`src/design/blcs_pkg.sv`:
```
package blcs_pkg;

  localparam int unsigned INDEX_BITS_DEF   = 16;
  localparam int unsigned DEPTH_BITS_DEF   = 16;
  localparam int unsigned SEARCH_SLOTS_DEF = 4;

  localparam int unsigned CHAR_W    = 8;
  localparam int unsigned COUNT_W   = 3;
  localparam int unsigned CFG_IDX_W = 3;
  localparam int unsigned CFG_DATA_W = 8;
  localparam int unsigned MAX_SLOTS = 4;
  localparam int unsigned KINDS     = 3;

  localparam logic [CHAR_W-1:0] CH_RO = 8'h28;
  localparam logic [CHAR_W-1:0] CH_RC = 8'h29;
  localparam logic [CHAR_W-1:0] CH_SO = 8'h5B;
  localparam logic [CHAR_W-1:0] CH_SC = 8'h5D;
  localparam logic [CHAR_W-1:0] CH_CO = 8'h7B;
  localparam logic [CHAR_W-1:0] CH_CC = 8'h7D;

  localparam logic [CHAR_W-1:0] OPEN_CH  [KINDS] = '{CH_RO, CH_SO, CH_CO};
  localparam logic [CHAR_W-1:0] CLOSE_CH [KINDS] = '{CH_RC, CH_SC, CH_CC};

  localparam logic [CFG_IDX_W-1:0] REG_CHAR_A  = 3'd0;
  localparam logic [CFG_IDX_W-1:0] REG_CHAR_B  = 3'd1;
  localparam logic [CFG_IDX_W-1:0] REG_CHAR_C  = 3'd2;
  localparam logic [CFG_IDX_W-1:0] REG_CHAR_D  = 3'd3;
  localparam logic [CFG_IDX_W-1:0] REG_COUNT   = 3'd4;
  localparam logic [CFG_IDX_W-1:0] REG_REVERSE = 3'd5;

  typedef struct packed {
    logic [MAX_SLOTS-1:0][CHAR_W-1:0] chars;
    logic [COUNT_W-1:0]               count;
    logic                             reverse;
  } cfg_t;

endpackage

```
`src/design/bracket_level_char_search.sv`:
```
// Bracket-aware character search over a streamed text.
// Input channel (in_valid/in_ready): one character per transfer, with
// in_scan_start on the first character of a scan (latches in_base_index and
// clears the round, square and curly depths) and in_scan_end on the last one.
// Output channel (out_valid/out_ready): at most one result per scan:
// out_found = 1 with out_match_index for the first search character seen at
// bracket depth zero, or out_found = 0 with index 0 when the scan ends first.
// Configuration (cfg_wr_en/cfg_index/cfg_data): search characters, count of
// slots in use and reverse mode; write only while no scan is in flight.
// Flow: a character transfer loads the input register; the result it yields
// is loaded into the result register when the input register fires.
// Throughput: one character per cycle while the receiver is not stalled, as
// the depth update and set compare are combinational.
// A stalled receiver holds the result register; the input register still takes
// one more character, then in_ready drops until the result is transferred.
// Reset: both registers empty, depths and counters zero, configuration zero,
// scanner idle until a character with in_scan_start arrives.
module bracket_level_char_search #(
  parameter int unsigned INDEX_BITS   = blcs_pkg::INDEX_BITS_DEF,
  parameter int unsigned DEPTH_BITS   = blcs_pkg::DEPTH_BITS_DEF,
  parameter int unsigned SEARCH_SLOTS = blcs_pkg::SEARCH_SLOTS_DEF
) (
  input  logic                            clk,
  input  logic                            rst_n,
  input  logic                            in_valid,
  output logic                            in_ready,
  input  logic [blcs_pkg::CHAR_W-1:0]     in_char_code,
  input  logic                            in_scan_start,
  input  logic                            in_scan_end,
  input  logic [INDEX_BITS-1:0]           in_base_index,
  output logic                            out_valid,
  input  logic                            out_ready,
  output logic                            out_found,
  output logic [INDEX_BITS-1:0]           out_match_index,
  input  logic                            cfg_wr_en,
  input  logic [blcs_pkg::CFG_IDX_W-1:0]  cfg_index,
  input  logic [blcs_pkg::CFG_DATA_W-1:0] cfg_data
);

  blcs_pkg::cfg_t              cfg_r;
  logic                        s1_valid_r;
  logic [blcs_pkg::CHAR_W-1:0] s1_char_r;
  logic                        s1_start_r, s1_end_r;
  logic [INDEX_BITS-1:0]       s1_base_r;
  logic                        s1_fire;
  logic                        res_valid, res_found;
  logic [INDEX_BITS-1:0]       res_index;
  logic                        out_valid_r, out_found_r;
  logic [INDEX_BITS-1:0]       out_index_r;

  assign s1_fire  = s1_valid_r && (!out_valid_r || out_ready);
  assign in_ready = !s1_valid_r || s1_fire;

  always_ff @(posedge clk) begin
    if (!rst_n) begin
      cfg_r <= '0;
    end else if (cfg_wr_en) begin
      unique case (cfg_index)
        blcs_pkg::REG_CHAR_A:  cfg_r.chars[0] <= cfg_data;
        blcs_pkg::REG_CHAR_B:  cfg_r.chars[1] <= cfg_data;
        blcs_pkg::REG_CHAR_C:  cfg_r.chars[2] <= cfg_data;
        blcs_pkg::REG_CHAR_D:  cfg_r.chars[3] <= cfg_data;
        blcs_pkg::REG_COUNT:   cfg_r.count    <= cfg_data[blcs_pkg::COUNT_W-1:0];
        blcs_pkg::REG_REVERSE: cfg_r.reverse  <= cfg_data[0];
        default: ;
      endcase
    end
  end

  always_ff @(posedge clk) begin
    if (!rst_n) begin
      s1_valid_r <= 1'b0;
    end else if (in_valid && in_ready) begin
      s1_valid_r <= 1'b1;
    end else if (s1_fire) begin
      s1_valid_r <= 1'b0;
    end
  end

  always_ff @(posedge clk) begin
    if (in_valid && in_ready) begin
      s1_char_r  <= in_char_code;
      s1_start_r <= in_scan_start;
      s1_end_r   <= in_scan_end;
      s1_base_r  <= in_base_index;
    end
  end

  blcs_scan #(
    .INDEX_BITS   (INDEX_BITS),
    .DEPTH_BITS   (DEPTH_BITS),
    .SEARCH_SLOTS (SEARCH_SLOTS)
  ) u_scan (
    .clk        (clk),
    .rst_n      (rst_n),
    .fire       (s1_fire),
    .char_code  (s1_char_r),
    .scan_start (s1_start_r),
    .scan_end   (s1_end_r),
    .base_index (s1_base_r),
    .cfg        (cfg_r),
    .res_valid  (res_valid),
    .res_found  (res_found),
    .res_index  (res_index)
  );

  always_ff @(posedge clk) begin
    if (!rst_n) begin
      out_valid_r <= 1'b0;
    end else if (s1_fire && res_valid) begin
      out_valid_r <= 1'b1;
    end else if (out_ready) begin
      out_valid_r <= 1'b0;
    end
  end

  always_ff @(posedge clk) begin
    if (s1_fire && res_valid) begin
      out_found_r <= res_found;
      out_index_r <= res_index;
    end
  end

  assign out_valid       = out_valid_r;
  assign out_found       = out_found_r;
  assign out_match_index = out_index_r;

  a_result_source: assert property (@(posedge clk) disable iff (!rst_n)
    $rose(out_valid_r) |-> $past(s1_fire))
    else $error("result appeared without a processed character");

  a_stall_blocks_input: assert property (@(posedge clk) disable iff (!rst_n)
    s1_valid_r && out_valid_r && !out_ready |-> !in_ready)
    else $error("input taken while both registers are held");

  a_notfound_index: assert property (@(posedge clk) disable iff (!rst_n)
    out_valid_r && !out_found_r |-> out_index_r == '0)
    else $error("nonzero index on a miss");

endmodule

```
`src/design/blcs_scan.sv`:
```
module blcs_scan #(
  parameter int unsigned INDEX_BITS   = blcs_pkg::INDEX_BITS_DEF,
  parameter int unsigned DEPTH_BITS   = blcs_pkg::DEPTH_BITS_DEF,
  parameter int unsigned SEARCH_SLOTS = blcs_pkg::SEARCH_SLOTS_DEF
) (
  input  logic                        clk,
  input  logic                        rst_n,
  input  logic                        fire,
  input  logic [blcs_pkg::CHAR_W-1:0] char_code,
  input  logic                        scan_start,
  input  logic                        scan_end,
  input  logic [INDEX_BITS-1:0]       base_index,
  input  blcs_pkg::cfg_t              cfg,
  output logic                        res_valid,
  output logic                        res_found,
  output logic [INDEX_BITS-1:0]       res_index
);

  localparam logic signed [DEPTH_BITS-1:0] DEPTH_MAX = {1'b0, {(DEPTH_BITS-1){1'b1}}};
  localparam logic signed [DEPTH_BITS-1:0] DEPTH_MIN = {1'b1, {(DEPTH_BITS-1){1'b0}}};
  localparam logic signed [DEPTH_BITS-1:0] DEPTH_ONE = 1;
  localparam logic [INDEX_BITS-1:0]        IDX_ONE   = 1;

  logic signed [DEPTH_BITS-1:0] depth_r   [blcs_pkg::KINDS];
  logic signed [DEPTH_BITS-1:0] depth_nxt [blcs_pkg::KINDS];
  logic signed [DEPTH_BITS-1:0] d_cur     [blcs_pkg::KINDS];
  logic signed [DEPTH_BITS-1:0] d_mid     [blcs_pkg::KINDS];
  logic [INDEX_BITS-1:0]        offset_r, offset_nxt, off_eff;
  logic [INDEX_BITS-1:0]        base_r, base_nxt, base_eff;
  logic                         done_r, done_nxt;
  logic                         active, level_zero, in_set, hit;
  logic [blcs_pkg::CHAR_W-1:0]  opener, closer;

  always_comb begin
    active   = scan_start || !done_r;
    base_eff = scan_start ? base_index : base_r;
    off_eff  = scan_start ? '0 : offset_r;
    level_zero = 1'b1;
    for (int k = 0; k < blcs_pkg::KINDS; k++) begin
      closer = cfg.reverse ? blcs_pkg::OPEN_CH[k] : blcs_pkg::CLOSE_CH[k];
      opener = cfg.reverse ? blcs_pkg::CLOSE_CH[k] : blcs_pkg::OPEN_CH[k];
      d_cur[k] = scan_start ? '0 : depth_r[k];
      d_mid[k] = (char_code == closer && d_cur[k] != DEPTH_MIN) ?
                 d_cur[k] - DEPTH_ONE : d_cur[k];
      depth_nxt[k] = (char_code == opener && d_mid[k] != DEPTH_MAX) ?
                     d_mid[k] + DEPTH_ONE : d_mid[k];
      level_zero = level_zero && (d_mid[k] == '0);
    end
    in_set = 1'b0;
    for (int i = 0; i < SEARCH_SLOTS; i++) begin
      if (blcs_pkg::COUNT_W'(i) < cfg.count && cfg.chars[i] == char_code) begin
        in_set = 1'b1;
      end
    end
    hit        = level_zero && in_set;
    res_valid  = active && (hit || scan_end);
    res_found  = hit;
    res_index  = !hit ? '0 :
                 cfg.reverse ? base_eff - IDX_ONE - off_eff : base_eff + off_eff;
    offset_nxt = off_eff + IDX_ONE;
    base_nxt   = base_eff;
    done_nxt   = hit || scan_end;
  end

  always_ff @(posedge clk) begin
    if (!rst_n) begin
      for (int k = 0; k < blcs_pkg::KINDS; k++) begin
        depth_r[k] <= '0;
      end
      offset_r <= '0;
      base_r   <= '0;
      done_r   <= 1'b1;
    end else if (fire && active) begin
      for (int k = 0; k < blcs_pkg::KINDS; k++) begin
        depth_r[k] <= depth_nxt[k];
      end
      offset_r <= offset_nxt;
      base_r   <= base_nxt;
      done_r   <= done_nxt;
    end
  end

  a_done_after_result: assert property (@(posedge clk) disable iff (!rst_n)
    fire && res_valid |=> done_r)
    else $error("scan not closed after result");

  a_offset_hold: assert property (@(posedge clk) disable iff (!rst_n)
    !fire |=> $stable(offset_r) && $stable(done_r))
    else $error("scan state moved without a transfer");

  a_idle_silent: assert property (@(posedge clk) disable iff (!rst_n)
    fire && done_r && !scan_start |-> !res_valid)
    else $error("result from an idle scanner");

endmodule

```
`config.mk`:
```
export PLATFORM = sky130hd
export DESIGN_NAME = bracket_level_char_search
export DESIGN_NICKNAME = d
export VERILOG_FILES = /design/src/design/blcs_pkg.sv /design/src/design/bracket_level_char_search.sv /design/src/design/blcs_scan.sv
export SDC_FILE = /design/constraint.sdc
export NUM_CORES = 1
export LEC_CHECK = 0
export BUFFER_PORTS_ARGS = -buffer_cell sky130_fd_sc_hd__buf_2
export CORE_MARGIN = 2
export CORE_UTILIZATION = 63
export CTS_CLUSTER_SIZE = 25
export DETAILED_ROUTE_END_ITERATION = 8
export MAX_ROUTING_LAYER = met4
export PLACE_DENSITY = 0.8
export REMOVE_ABC_BUFFERS = 1
export SETUP_SLACK_MARGIN = 0.3
export SKIP_CTS_REPAIR_TIMING = 1
export SYNTH_ARGS = -nofsm -noshare
export SYNTH_HDL_FRONTEND = slang
export SYNTH_HIERARCHICAL = 1
export SYNTH_SLANG_ARGS = --single-unit
```
`constraint.sdc`:
```
create_clock -name clk -period 6.8 [get_ports clk]
set_clock_uncertainty 0.1 [all_clocks]
set_input_delay 1.36 -clock clk [delete_from_list [all_inputs] [get_ports clk]]
set_output_delay 1.36 -clock clk [all_outputs]
set_load 0.05 [all_outputs]
```
==> flow_metrics.py, run 1 <==
metrics = {
    "setup_path": {
        "required_ps": 6750,
        "rr_worst_depth": 17,
        "worstSetupStartpoint": "s1_start_r$_DFFE_PP_",
        "end_kind": "flop",
        "regToRegStartpoint": "s1_start_r$_DFFE_PP_",
        "cp_max_fo": 112,
        "slowest_stage": "and3_1",
        "path_depth": 17,
        "rrSetupSlack_ps": 1250,
        "worst_path_largest_cell_delay_ps": 710,
        "endpoint": "out_match_index[14]$_DFFE_PP_",
        "critPathLaunchType": "flop",
        "crit_chain": "buf_12 > nor2b_1 > inv_1 > ha_1 > o211ai_1 > o21ai_2 > o21ai_0 > inv_1 > ha_1 > nand3_1 > nor4_1 > nand3_1 > or4_1 > nor4_4 > buf_4 > o21a_1 > and3_1",
        "worstSetupPathType": "reg -> reg",
        "cpLargestDelayFamily": "simple AND/OR/NAND/NOR gates",
        "rr_endpoint": "out_match_index[14]$_DFFE_PP_",
        "cp_num_buf_inv": 4,
        "arrival_ps": 5500,
    },
    "floorplan": {
        "start_util_pct": 63.7,
        "die-area_um2": 19100,
        "die_h_um": 138,
        "num_io_pins": 61,
        "coreArea_um2": 17800,
        "rows": 49,
        "die_w_um": 138,
    },
    "sta": {
        "finalHoldViolCount": 0,
        "rsz0062_at_grt": "false",
        "fin_ws_ps": 1250,
        "hold_ws_ps": 373,
        "fin_crit_ps": 5550,
        "maxSlewViolCount": 0,
        "finalCritPeriodShare_pct": 81.6,
        "worst_slew_pin_slew_ps": 1220,
        "max_freq_mhz": 180,
        "slew-limit-headroom_pct": 18.8,
        "setup_viol": 0,
    },
    "cts": {
        "clkSlewWorstSetupHoldPaths_ps": 60,
        "cts.path.max_buffers": 2,
        "cts_tree": "built",
        "cts_root_buf": "clkbuf_16",
        "clock_sinks": 162,
        "cts_inserted_buffers": 17,
        "clk_latency_ps": 430,
        "h-tree-depth": 4,
    },
    "layout": {
        "fillers": 1388,
        "regArea_um2": 4150,
        "drive_gt1_share_pct": 11.0,
        "multi_input_area_um2": 6720,
        "syn_to_final_growth_pct": 8.55,
        "layout.nets": 1376,
    },
    "grt": {
        "grt_pass1_vias": 9202,
        "gr-total-overflow": 0,
        "grt_pass1_wl_um": 45500,
        "grt_max_degree": 113,
        "grt.total_usage_pct": 29.9,
        "antenna_found_initial": 1,
    },
    "placed_design": {
        "io_buffers": 60,
        "dp_hpwl_um": 19800,
        "place_ws_ps": 1280,
        "gp_congestion": 0.931,
    },
    "logic_synthesis": {
        "postSynthCellCount": 1271,
        "ys_warn_count": 6,
        "ys_seq_area_share_pct": 36.6,
        "synth-async-reset-ratio_pct": 0,
        "netlist.area_leader.share_pct": 24.0,
        "yosysTopAreaCell": "edfxtp_1",
        "synth-edff-count": 91,
        "synthFlopType": "edfxtp_1",
        "syn_area_per_cell_um2": 8.94,
        "syn_area_um2": 11400,
        "synthTopCellsByCount": "131 x nand2_1, 122 x nor2_1, 91 x edfxtp_1, 72 x xnor2_1, 71 x dfxtp_1",
        "yosys.cell_types.count": 90,
        "yosysMostFrequentCell": "nand2_1",
        "ys_seq_elements": 162,
        "synth.top_cells.by_area": "edfxtp_1 24%, dfxtp_1 13%, xnor2_1 5.5%",
    },
    "routing": {
        "wire_per_inst_um": 18.2,
        "wl_met1_um": 12200,
        "wl_um": 27900,
        "wl_met2_um": 13300,
        "top_layer": "met4",
        "met3_wirelength_um": 1740,
        "drt_first_pass_iters": 7,
        "drt_iter0_drc": 764,
        "ant_nets": 0,
        "vias": 9714,
        "avgViaCountPerCell": 6.33,
        "drt_drc_violations_left": 0,
    },
    "worst_hold_path": {
        "hold_path.class": "reg -> reg",
    },
    "power_and_ir_drop": {
        "totalPowerFinal_mw": 2.40,
        "power_density_nw_per_um2": 195,
        "max-vdd-ir-drop_uv": 195,
        "leakagePower_nw": 4.71,
    },
    "run": {
        "maxCapViolCount": 0,
    },
    "outcome": {
        "status": "finished, final reports clean",
    },
}
[stage by stage]
stage | utilization (%) | TNS [ps] | std cells | instance area (µm²)
floorplan | - | -8930 | 1205 | 11100
global placement | 65.8 | 0 | 1502 | 11700
detailed placement | 65.8 | 0 | 1502 | 11700
CTS | 69.1 | 0 | 1534 | 12300
global route | 69.1 | 0 | 1535 | 12300
finish | 69.1 | 0 | 1535 | 12300
[cells in the final DEF (no fill, tap or decap), types with 43 or more instances in the layout]
cell type  count
nor3_1        43
mux2i_1       47
xnor2_1       72
nand2_1      131
edfxtp_1      91
nor2_1       122
a21oi_1       52
xor2_1        45
inv_1         51
dfxtp_1       71
o21ai_0       44
buf_2         60
[layer usage]
| layer | vias to the layer above | global-route usage (%) |
|---|---|---|
| li1 | 4670 | - |
| met1 | 4615 | 38.0 |
| met2 | 364 | 48.1 |
| met3 | 65 | 5.33 |
| met4 | 0 | 11.1 |
| met5 | - | - |
[cells by family after synthesis]
| logic type | after synthesis | synth area share, % |
|---|---|---|
| AND/OR/NAND/NOR | 508 | 22.9 |
| AO/OA/AOI/OAI | 261 | 16.7 |
| flip-flops | 162 | 36.6 |
| buffers and inverters | 118 | 4.34 |
| XOR/XNOR | 117 | 9.02 |
| multiplexers | 63 | 5.72 |
| adder cells (fa/ha/maj) | 42 | 4.76 |
[sequential cells by signal, summed over array words and instances (netlist names)]
| register | flops |
|---|---|
| u_scan/offset_r | 16 |
| s1_end_r | 1 |
| cfg_r | 36 |
| s1_start_r | 1 |
| out_found | 1 |
| s1_valid_r | 1 |
| u_scan/done_r | 1 |
| u_scan/base_r | 16 |
| u_scan/depth_r | 48 |
| out_valid | 1 |
| s1_base_r | 16 |
| out_match_index | 16 |
| s1_char_r | 8 |
[report_power, final]
group	internal (mW)	switching, mW	total [mW]
clock network	0.563	0.416	0.980
logic	0.117	0.196	0.313
registers	1.07	0.0400	1.11
total	1.75	0.652	2.40
[area by class of cell]
| class | instances | share of cell area [%] |
|---|---|---|
| tap | 229 | 2.32 |
| timing repair buffer | 68 | 3.02 |
| multi-input combinational | 991 | 54.5 |
| inverter | 52 | 1.58 |
| clock buffer | 20 | 3.97 |
| antenna | 1 | 0.0203 |
| clock inverter | 12 | 0.923 |
| sequential | 162 | 33.7 |
[worst reg2reg max path: stages, from the launching register on]
cell and delay [ps]:
edfxtp_1 400, buf_12 440, nor2b_1 180, inv_1 120, ha_1 290, o211ai_1 330
o21ai_2 630, o21ai_0 260, inv_1 100, ha_1 140, nand3_1 100, nor4_1 180
nand3_1 100, or4_1 530, nor4_4 140, buf_4 270, o21a_1 170, and3_1 710
[worst min path at each step]
stage          depth (start not counted)  slack [ps]                           from                            end
2_1_floorplan                          2         320  u_scan/base_r[1]$_SDFFE_PN0P_  u_scan/base_r[1]$_SDFFE_PN0P_
3_3_place_gp                           2         340  u_scan/base_r[1]$_SDFFE_PN0P_  u_scan/base_r[1]$_SDFFE_PN0P_
3_5_place_dp                           2         360  u_scan/base_r[1]$_SDFFE_PN0P_  u_scan/base_r[1]$_SDFFE_PN0P_
4_1_cts                                1         370     u_scan/done_r$_SDFFE_PN1P_     u_scan/done_r$_SDFFE_PN1P_
5_1_grt                                1         390  u_scan/base_r[4]$_SDFFE_PN0P_  u_scan/base_r[4]$_SDFFE_PN0P_
6_report                               1         370  u_scan/base_r[4]$_SDFFE_PN0P_  u_scan/base_r[4]$_SDFFE_PN0P_
Power figures use the tool's default switching activity.
==> inputs of run 2 (changes only) <==
--- a/config.mk
+++ b/config.mk
@@ -5,6 +5,7 @@
 export SDC_FILE = /design/constraint.sdc
 export NUM_CORES = 1
 export LEC_CHECK = 0
+export ABC_AREA = 1
 export BUFFER_PORTS_ARGS = -buffer_cell sky130_fd_sc_hd__buf_2
 export CORE_MARGIN = 2
 export CORE_UTILIZATION = 63
==> constraint.sdc (replaced) <==
create_clock -name clk -period 5.4 [get_ports clk]
set_clock_uncertainty 0.1 [all_clocks]
set_input_delay 1.08 -clock clk [delete_from_list [all_inputs] [get_ports clk]]
set_output_delay 1.08 -clock clk [all_outputs]
set_load 0.05 [all_outputs]
==> run 2 against run 1 <==
Compared with the run above: hold slack improved by 1.4 ps; non-clock buffer count unchanged; largest power group unchanged; flip-flop and latch count unchanged; critical path depth increased by 4; wire length increased by 19%; highest routed layer unchanged.
==> flow_metrics.py, run 2 <==
metrics = {
    "layout": {
        "fillers": 1715,
        "reg.largest.list": "u_scan/depth_r x48, cfg_r x36",
        "top_register": "u_scan/depth_r",
        "layout.nets": 2007,
        "drive_gt1_share_pct": 11.1,
        "design_area_um2": 13500,
        "final_common_cell": "nand2_1",
        "largest_reg_flops": 48,
        "layout.cells.most_common_list": "562 x nand2_1, 270 x nor2_1, 232 x inv_1, 123 x nand3_1, 93 x o21ai_0",
        "syn_to_final_growth_pct": 7.65,
    },
    "placed_design": {
        "dp_hpwl_um": 24800,
        "post_dp_cell_area_um2": 12900,
        "gp_congestion": 1.01,
        "io_buffers": 60,
        "place_ws_ps": 601,
    },
    "sta": {
        "maxSlewViolCount": 0,
        "tns_ps": 0,
        "setup_viol": 0,
        "rsz0062_at_grt": "false",
        "fin_ws_ps": 642,
        "fin_crit_ps": 4760,
        "slew-limit-headroom_pct": 20.9,
        "finalCritPeriodShare_pct": 88.1,
        "max_freq_mhz": 210,
        "worst_slew_pin_slew_ps": 1180,
        "finalHoldViolCount": 0,
    },
    "cts": {
        "cts_inserted_buffers": 17,
        "clkSlewWorstSetupHoldPaths_ps": 70,
        "cts_tree": "built",
        "clock_sinks": 162,
        "clk_latency_ps": 430,
        "cts_root_buf": "clkbuf_16",
        "cts.path.max_buffers": 2,
        "h-tree-depth": 4,
    },
    "grt": {
        "grt.total_usage_pct": 32.9,
        "antenna_found_initial": 1,
        "gr-total-overflow": 0,
        "grt_use_met1_pct": 41.0,
        "grt_use_met3_pct": 4.34,
        "grt.busiest_layer": "met2",
        "use_met2_pct": 55.3,
        "grt_pass1_wl_um": 55200,
        "grt_pass1_vias": 11407,
        "grt_max_degree": 65,
    },
    "floorplan": {
        "rows": 51,
        "start_util_pct": 64.4,
        "num_io_pins": 61,
        "die_h_um": 145,
        "die-area_um2": 21100,
        "coreArea_um2": 19500,
        "die_w_um": 145,
    },
    "logic_synthesis": {
        "netlist.area_leader.share_pct": 21.7,
        "ys_seq_area_share_pct": 33.0,
        "ys_seq_elements": 162,
        "synth_mux_area_share_pct": 0,
        "ys_warn_count": 6,
        "synthAdderAreaFrac_pct": 4.30,
        "postSynthCellCount": 1888,
        "synth_top_family_by_area": "simple AND/OR/NAND/NOR gates",
        "yosys.cell_types.count": 56,
        "synth-edff-count": 91,
        "syn_area_um2": 12600,
        "synth-simple-area-share_pct": 37.7,
        "yosysTopAreaCell": "edfxtp_1",
        "synth_compound_area_share_pct": 10.2,
        "synthTopCellsByCount": "562 x nand2_1, 271 x nor2_1, 233 x inv_1, 123 x nand3_1, 93 x o21ai_0",
        "syn_area_per_cell_um2": 6.66,
        "yosysMostFrequentCell": "nand2_1",
        "synthFlopType": "edfxtp_1",
        "synth.top_cells.by_area": "edfxtp_1 22%, nand2_1 17%, dfxtp_1 11%",
        "synth-async-reset-ratio_pct": 0,
        "synthXorXnorAreaFrac_pct": 4.77,
    },
    "run": {
        "maxCapViolCount": 0,
    },
    "power_and_ir_drop": {
        "max-vdd-ir-drop_uv": 225,
        "totalPowerFinal_mw": 3.10,
        "power_density_nw_per_um2": 229,
        "leakagePower_nw": 6.24,
    },
    "routing": {
        "drt_drc_violations_left": 0,
        "avgViaCountPerCell": 5.47,
        "wire_per_inst_um": 15.1,
        "ant_nets": 0,
        "drt_first_pass_iters": 6,
        "vias": 12037,
        "drt_iter0_drc": 846,
        "wl_um": 33300,
    },
    "setup_path": {
        "critPathLaunchType": "flop",
        "cp_num_buf_inv": 5,
        "arrival_ps": 4780,
        "cp_max_fo": 35,
        "worstSetupPathType": "reg -> reg",
        "slowest_stage": "edfxtp_1",
        "required_ps": 5430,
        "cpLargestDelayFamily": "simple AND/OR/NAND/NOR gates",
        "end_kind": "flop",
        "worst_path_largest_cell_delay_ps": 480,
        "crit_chain": "buf_4 > nor2_1 > inv_1 > ha_1 > nand3_1 > nor2_4 > nand2_2 > nand2_2 > xnor2_2 > ha_1 > nand3_1 > inv_1 > nand3_1 > nor2_1 > nand3_1 > nor2_1 > nand2_2 > a22oi_1 > inv_1 > nor2_1 > buf_4",
        "rrSetupSlack_ps": 640,
    },
    "worst_hold_path": {
        "hold_path.class": "reg -> reg",
    },
    "outcome": {
        "status": "finished, final reports clean",
    },
}
-- run 2: final cells by class --
type / count / area (µm²) / share of cell area [%]
clock buffer: 19 / 464 / 3.43
clock inverter: 13 / 131 / 0.970
timing repair buffer: 68 / 360 / 2.66
tap: 265 / 332 / 2.45
inverter: 246 / 936 / 6.91
antenna: 1 / 2.50 / 0.0185
sequential: 162 / 4150 / 30.7
multi-input combinational: 1428 / 7160 / 52.9
-- run 2: worst reg2reg max path, stage by stage, from the launching register on --
cell      delay [ps]
edfxtp_1         480
buf_4            430
nor2_1           130
inv_1             70
ha_1             200
nand3_1          210
nor2_4           210
nand2_2          120
nand2_2          260
xnor2_2          220
ha_1             230
nand3_1           80
inv_1             60
nand3_1           70
nor2_1           150
nand3_1          100
nor2_1           130
nand2_2          260
a22oi_1          240
inv_1             70
nor2_1           350
buf_4            300
-- run 2: path summary, 6_finish.rpt --
check / endpoint / from / depth (start not counted)
worst max register to register: out_match_index[8]$_DFFE_PP_ / s1_start_r$_DFFE_PP_ / 21
worst min-delay path: u_scan/base_r[12]$_SDFFE_PN0P_ / u_scan/base_r[12]$_SDFFE_PN0P_ / 2
worst min register to register: u_scan/base_r[12]$_SDFFE_PN0P_ / u_scan/base_r[12]$_SDFFE_PN0P_ / 2
worst max-delay path: out_match_index[8]$_DFFE_PP_ / s1_start_r$_DFFE_PP_ / 21
-- run 2: logic make-up (layout without fill, tap and decap cells) --
kind of cell             count (synthesis)  after routing
flip-flops                             162            162
buffers and inverters                  298            346
AO/OA/AOI/OAI                          228            228
adder cells (fa/ha/maj)                 42             42
XOR/XNOR                                66             66
AND/OR/NAND/NOR                       1092           1092
other                                    0              1
-- run 2: where the power goes --
| group | internal, mW | total (mW) | switching [mW] |
|---|---|---|---|
| Combinational | 0.152 | 0.492 | 0.339 |
| Sequential | 1.35 | 1.38 | 0.0359 |
| Clock | 0.656 | 1.22 | 0.564 |
| Total | 2.16 | 3.10 | 0.939 |
-- run 2: routing by layer --
metal	vias to the layer above	wire length, µm
met2	395	16100
met5	-	0
li1	6101	-
met4	0	1020
met1	5474	14300
met3	67	1880
-- run 2: metrics by stage --
step	cells	util, %	hold slack, ps
6_report	2202	69.3	374
4_1_cts	2201	69.3	369
3_3_place_gp	2169	66.2	341
5_1_grt	2202	69.3	397
2_1_floorplan	1836	-	323
3_5_place_dp	2169	66.2	350
==> inputs of run 3 (changes only) <==
--- a/config.mk
+++ b/config.mk
@@ -6,7 +6,7 @@
 export NUM_CORES = 1
 export LEC_CHECK = 0
 export ABC_AREA = 1
-export BUFFER_PORTS_ARGS = -buffer_cell sky130_fd_sc_hd__buf_2
+export BUFFER_PORTS_ARGS = -buffer_cell sky130_fd_sc_hd__buf_4
 export CORE_MARGIN = 2
 export CORE_UTILIZATION = 63
 export CTS_CLUSTER_SIZE = 25
==> run 3 against run 2 <==
Compared with the run above: power shrank 1.6%; maximum frequency up 4.2%; combinational power is 2% higher; design area rose by 0.65%; highest routed layer unchanged; critical path depth is the same; first-iteration DRC count grew 18%; cell count about the same; worst setup slack improved by 190 ps.
==> flow_metrics.py, run 3 (synthesized netlist as in run 2, its figures left out) <==
metrics = {
    "cts": {
        "cts_root_buf": "clkbuf_16",
        "clk_latency_ps": 430,
        "clock_sinks": 162,
        "cts_inserted_buffers": 17,
        "h-tree-depth": 4,
        "clkSlewWorstSetupHoldPaths_ps": 60,
        "cts_tree": "built",
        "cts.path.max_buffers": 2,
    },
    "layout": {
        "layout.cells.most_common_list": "562 x nand2_1, 270 x nor2_1, 232 x inv_1, 123 x nand3_1, 93 x o21ai_0",
        "top_register": "u_scan/depth_r",
        "final_common_cell": "nand2_1",
        "layout.nets": 2006,
        "design_area_um2": 13600,
        "drive_gt1_share_pct": 11.0,
        "reg.largest.list": "u_scan/depth_r x48, cfg_r x36",
        "final_cells": 2200,
        "post-route-util_pct": 69.8,
        "largest_reg_flops": 48,
        "diodes": 0,
        "fillers": 1722,
        "syn_to_final_growth_pct": 8.35,
    },
    "sta": {
        "max_freq_mhz": 219,
        "finalCritPeriodShare_pct": 84.6,
        "maxSlewViolCount": 0,
        "tns_ps": 0,
        "fin_ws_ps": 833,
        "setup_viol": 0,
        "slew-limit-headroom_pct": 22.7,
        "rsz0062_at_grt": "false",
        "worst_slew_pin_slew_ps": 1160,
        "finalHoldViolCount": 0,
        "hold_ws_ps": 375,
        "fin_crit_ps": 4570,
    },
    "placed_design": {
        "dp_cells": 2168,
        "io_buffers": 60,
        "gp_congestion": 0.925,
        "place_ws_ps": 883,
        "post_dp_cell_area_um2": 13100,
        "dp_hpwl_um": 24500,
    },
    "routing": {
        "drt_drc_violations_left": 0,
        "drt_first_pass_iters": 6,
        "avgViaCountPerCell": 5.52,
        "ant_nets": 0,
        "drt_iter0_drc": 1000,
        "vias": 12146,
        "wl_um": 33300,
        "wire_per_inst_um": 15.2,
    },
    "setup_path": {
        "worstSetupPathType": "reg -> reg",
        "rrSetupSlack_ps": 830,
        "cp_num_buf_inv": 5,
        "end_kind": "flop",
        "cp_max_fo": 63,
        "cpLargestDelayFamily": "simple AND/OR/NAND/NOR gates",
        "crit_chain": "buf_4 > nor2_1 > inv_1 > ha_1 > nand3_1 > nor2_4 > nand2_2 > nand2_2 > xnor2_2 > ha_1 > nand3_1 > inv_1 > nand3_1 > nor2_1 > nand3_1 > nor2_1 > nand2_2 > a22oi_1 > inv_1 > nor2_1 > buf_4",
        "arrival_ps": 4580,
        "worst_path_largest_cell_delay_ps": 580,
        "critPathLaunchType": "flop",
        "required_ps": 5410,
        "slowest_stage": "buf_4",
    },
    "grt": {
        "grt_pass1_vias": 11319,
        "antenna_found_initial": 0,
        "grt.total_usage_pct": 32.9,
        "grt_max_degree": 65,
        "grt_pass1_wl_um": 55300,
        "gr-total-overflow": 0,
    },
    "run": {
        "maxCapViolCount": 0,
    },
    "power_and_ir_drop": {
        "clkPwrFrac_pct": 38.0,
        "totalPowerFinal_mw": 3.05,
        "switchingPower_mw": 0.910,
        "leakagePower_nw": 6.26,
        "switching_share_pct": 29.9,
        "power_density_nw_per_um2": 223,
        "max-vdd-ir-drop_uv": 217,
        "p_comb_share_pct": 16.5,
        "p_int_mw": 2.13,
        "p_seq_share_pct": 45.4,
    },
    "outcome": {
        "status": "finished, final reports clean",
    },
    "floorplan": {
        "rows": 51,
        "die_w_um": 145,
        "coreArea_um2": 19500,
        "num_io_pins": 61,
        "die_h_um": 145,
        "die-area_um2": 21100,
        "start_util_pct": 64.4,
    },
    "worst_hold_path": {
        "hold_path.class": "reg -> reg",
    },
}
run 3: cell count changes in the layout (fill, tap and decap cells not counted), moves of 2 or more:
cell | before | now
buf_2 | 60 | 0
buf_4 | 8 | 67
inv_4 | 0 | 3
inv_8 | 4 | 1
clkbuf_1 | 0 | 2
clkinv_2 | 0 | 2
clkinv_8 | 2 | 0
inv_6 | 6 | 4
run 3: worst paths after layout:
kind / startpoint / end / cells after the start
max: s1_start_r$_DFFE_PP_ / out_match_index[6]$_DFFE_PP_ / 21
min: u_scan/base_r[1]$_SDFFE_PN0P_ / u_scan/base_r[1]$_SDFFE_PN0P_ / 2
max reg2reg: s1_start_r$_DFFE_PP_ / out_match_index[6]$_DFFE_PP_ / 21
min reg2reg: u_scan/base_r[1]$_SDFFE_PN0P_ / u_scan/base_r[1]$_SDFFE_PN0P_ / 2
run 3: worst register-to-register path: stages (launching register included):
cell      delay, ps
edfxtp_1        420
buf_4           580
nor2_1          160
inv_1            90
ha_1            190
nand3_1         230
nor2_4          230
nand2_2         120
nand2_2         290
xnor2_2         220
ha_1            210
nand3_1          70
inv_1            50
nand3_1          70
nor2_1           90
nand3_1         100
nor2_1          130
nand2_2         250
a22oi_1         230
inv_1            70
nor2_1          110
buf_4           250
run 3: final cells by class:
| type | instances | area, µm² | share of cell area [%] |
|---|---|---|---|
| Multi-Input combinational cell | 1428 | 7160 | 52.5 |
| Sequential cell | 162 | 4150 | 30.5 |
| Tap cell | 265 | 332 | 2.43 |
| Clock inverter | 12 | 92.6 | 0.679 |
| Inverter | 246 | 928 | 6.81 |
| Clock buffer | 20 | 458 | 3.36 |
| Timing Repair Buffer | 67 | 503 | 3.69 |
run 3: per-layer routing:
layer	GRT usage (%)	vias to the layer above	wire length, µm
li1	-	6098	-
met1	42.7	5526	14600
met2	52.4	450	15400
met3	5.53	72	2370
met4	11.6	0	998
met5	-	-	0
run 3: power by group through the flow:
stage	Clock, mW	Sequential, mW	Combinational, mW
after floorplan	0	1.41	0.346
after global placement	0	1.41	0.487
after detailed placement	0	1.41	0.492
after CTS	1.17	1.38	0.495
after global routing	1.22	1.39	0.566
final	1.16	1.38	0.503
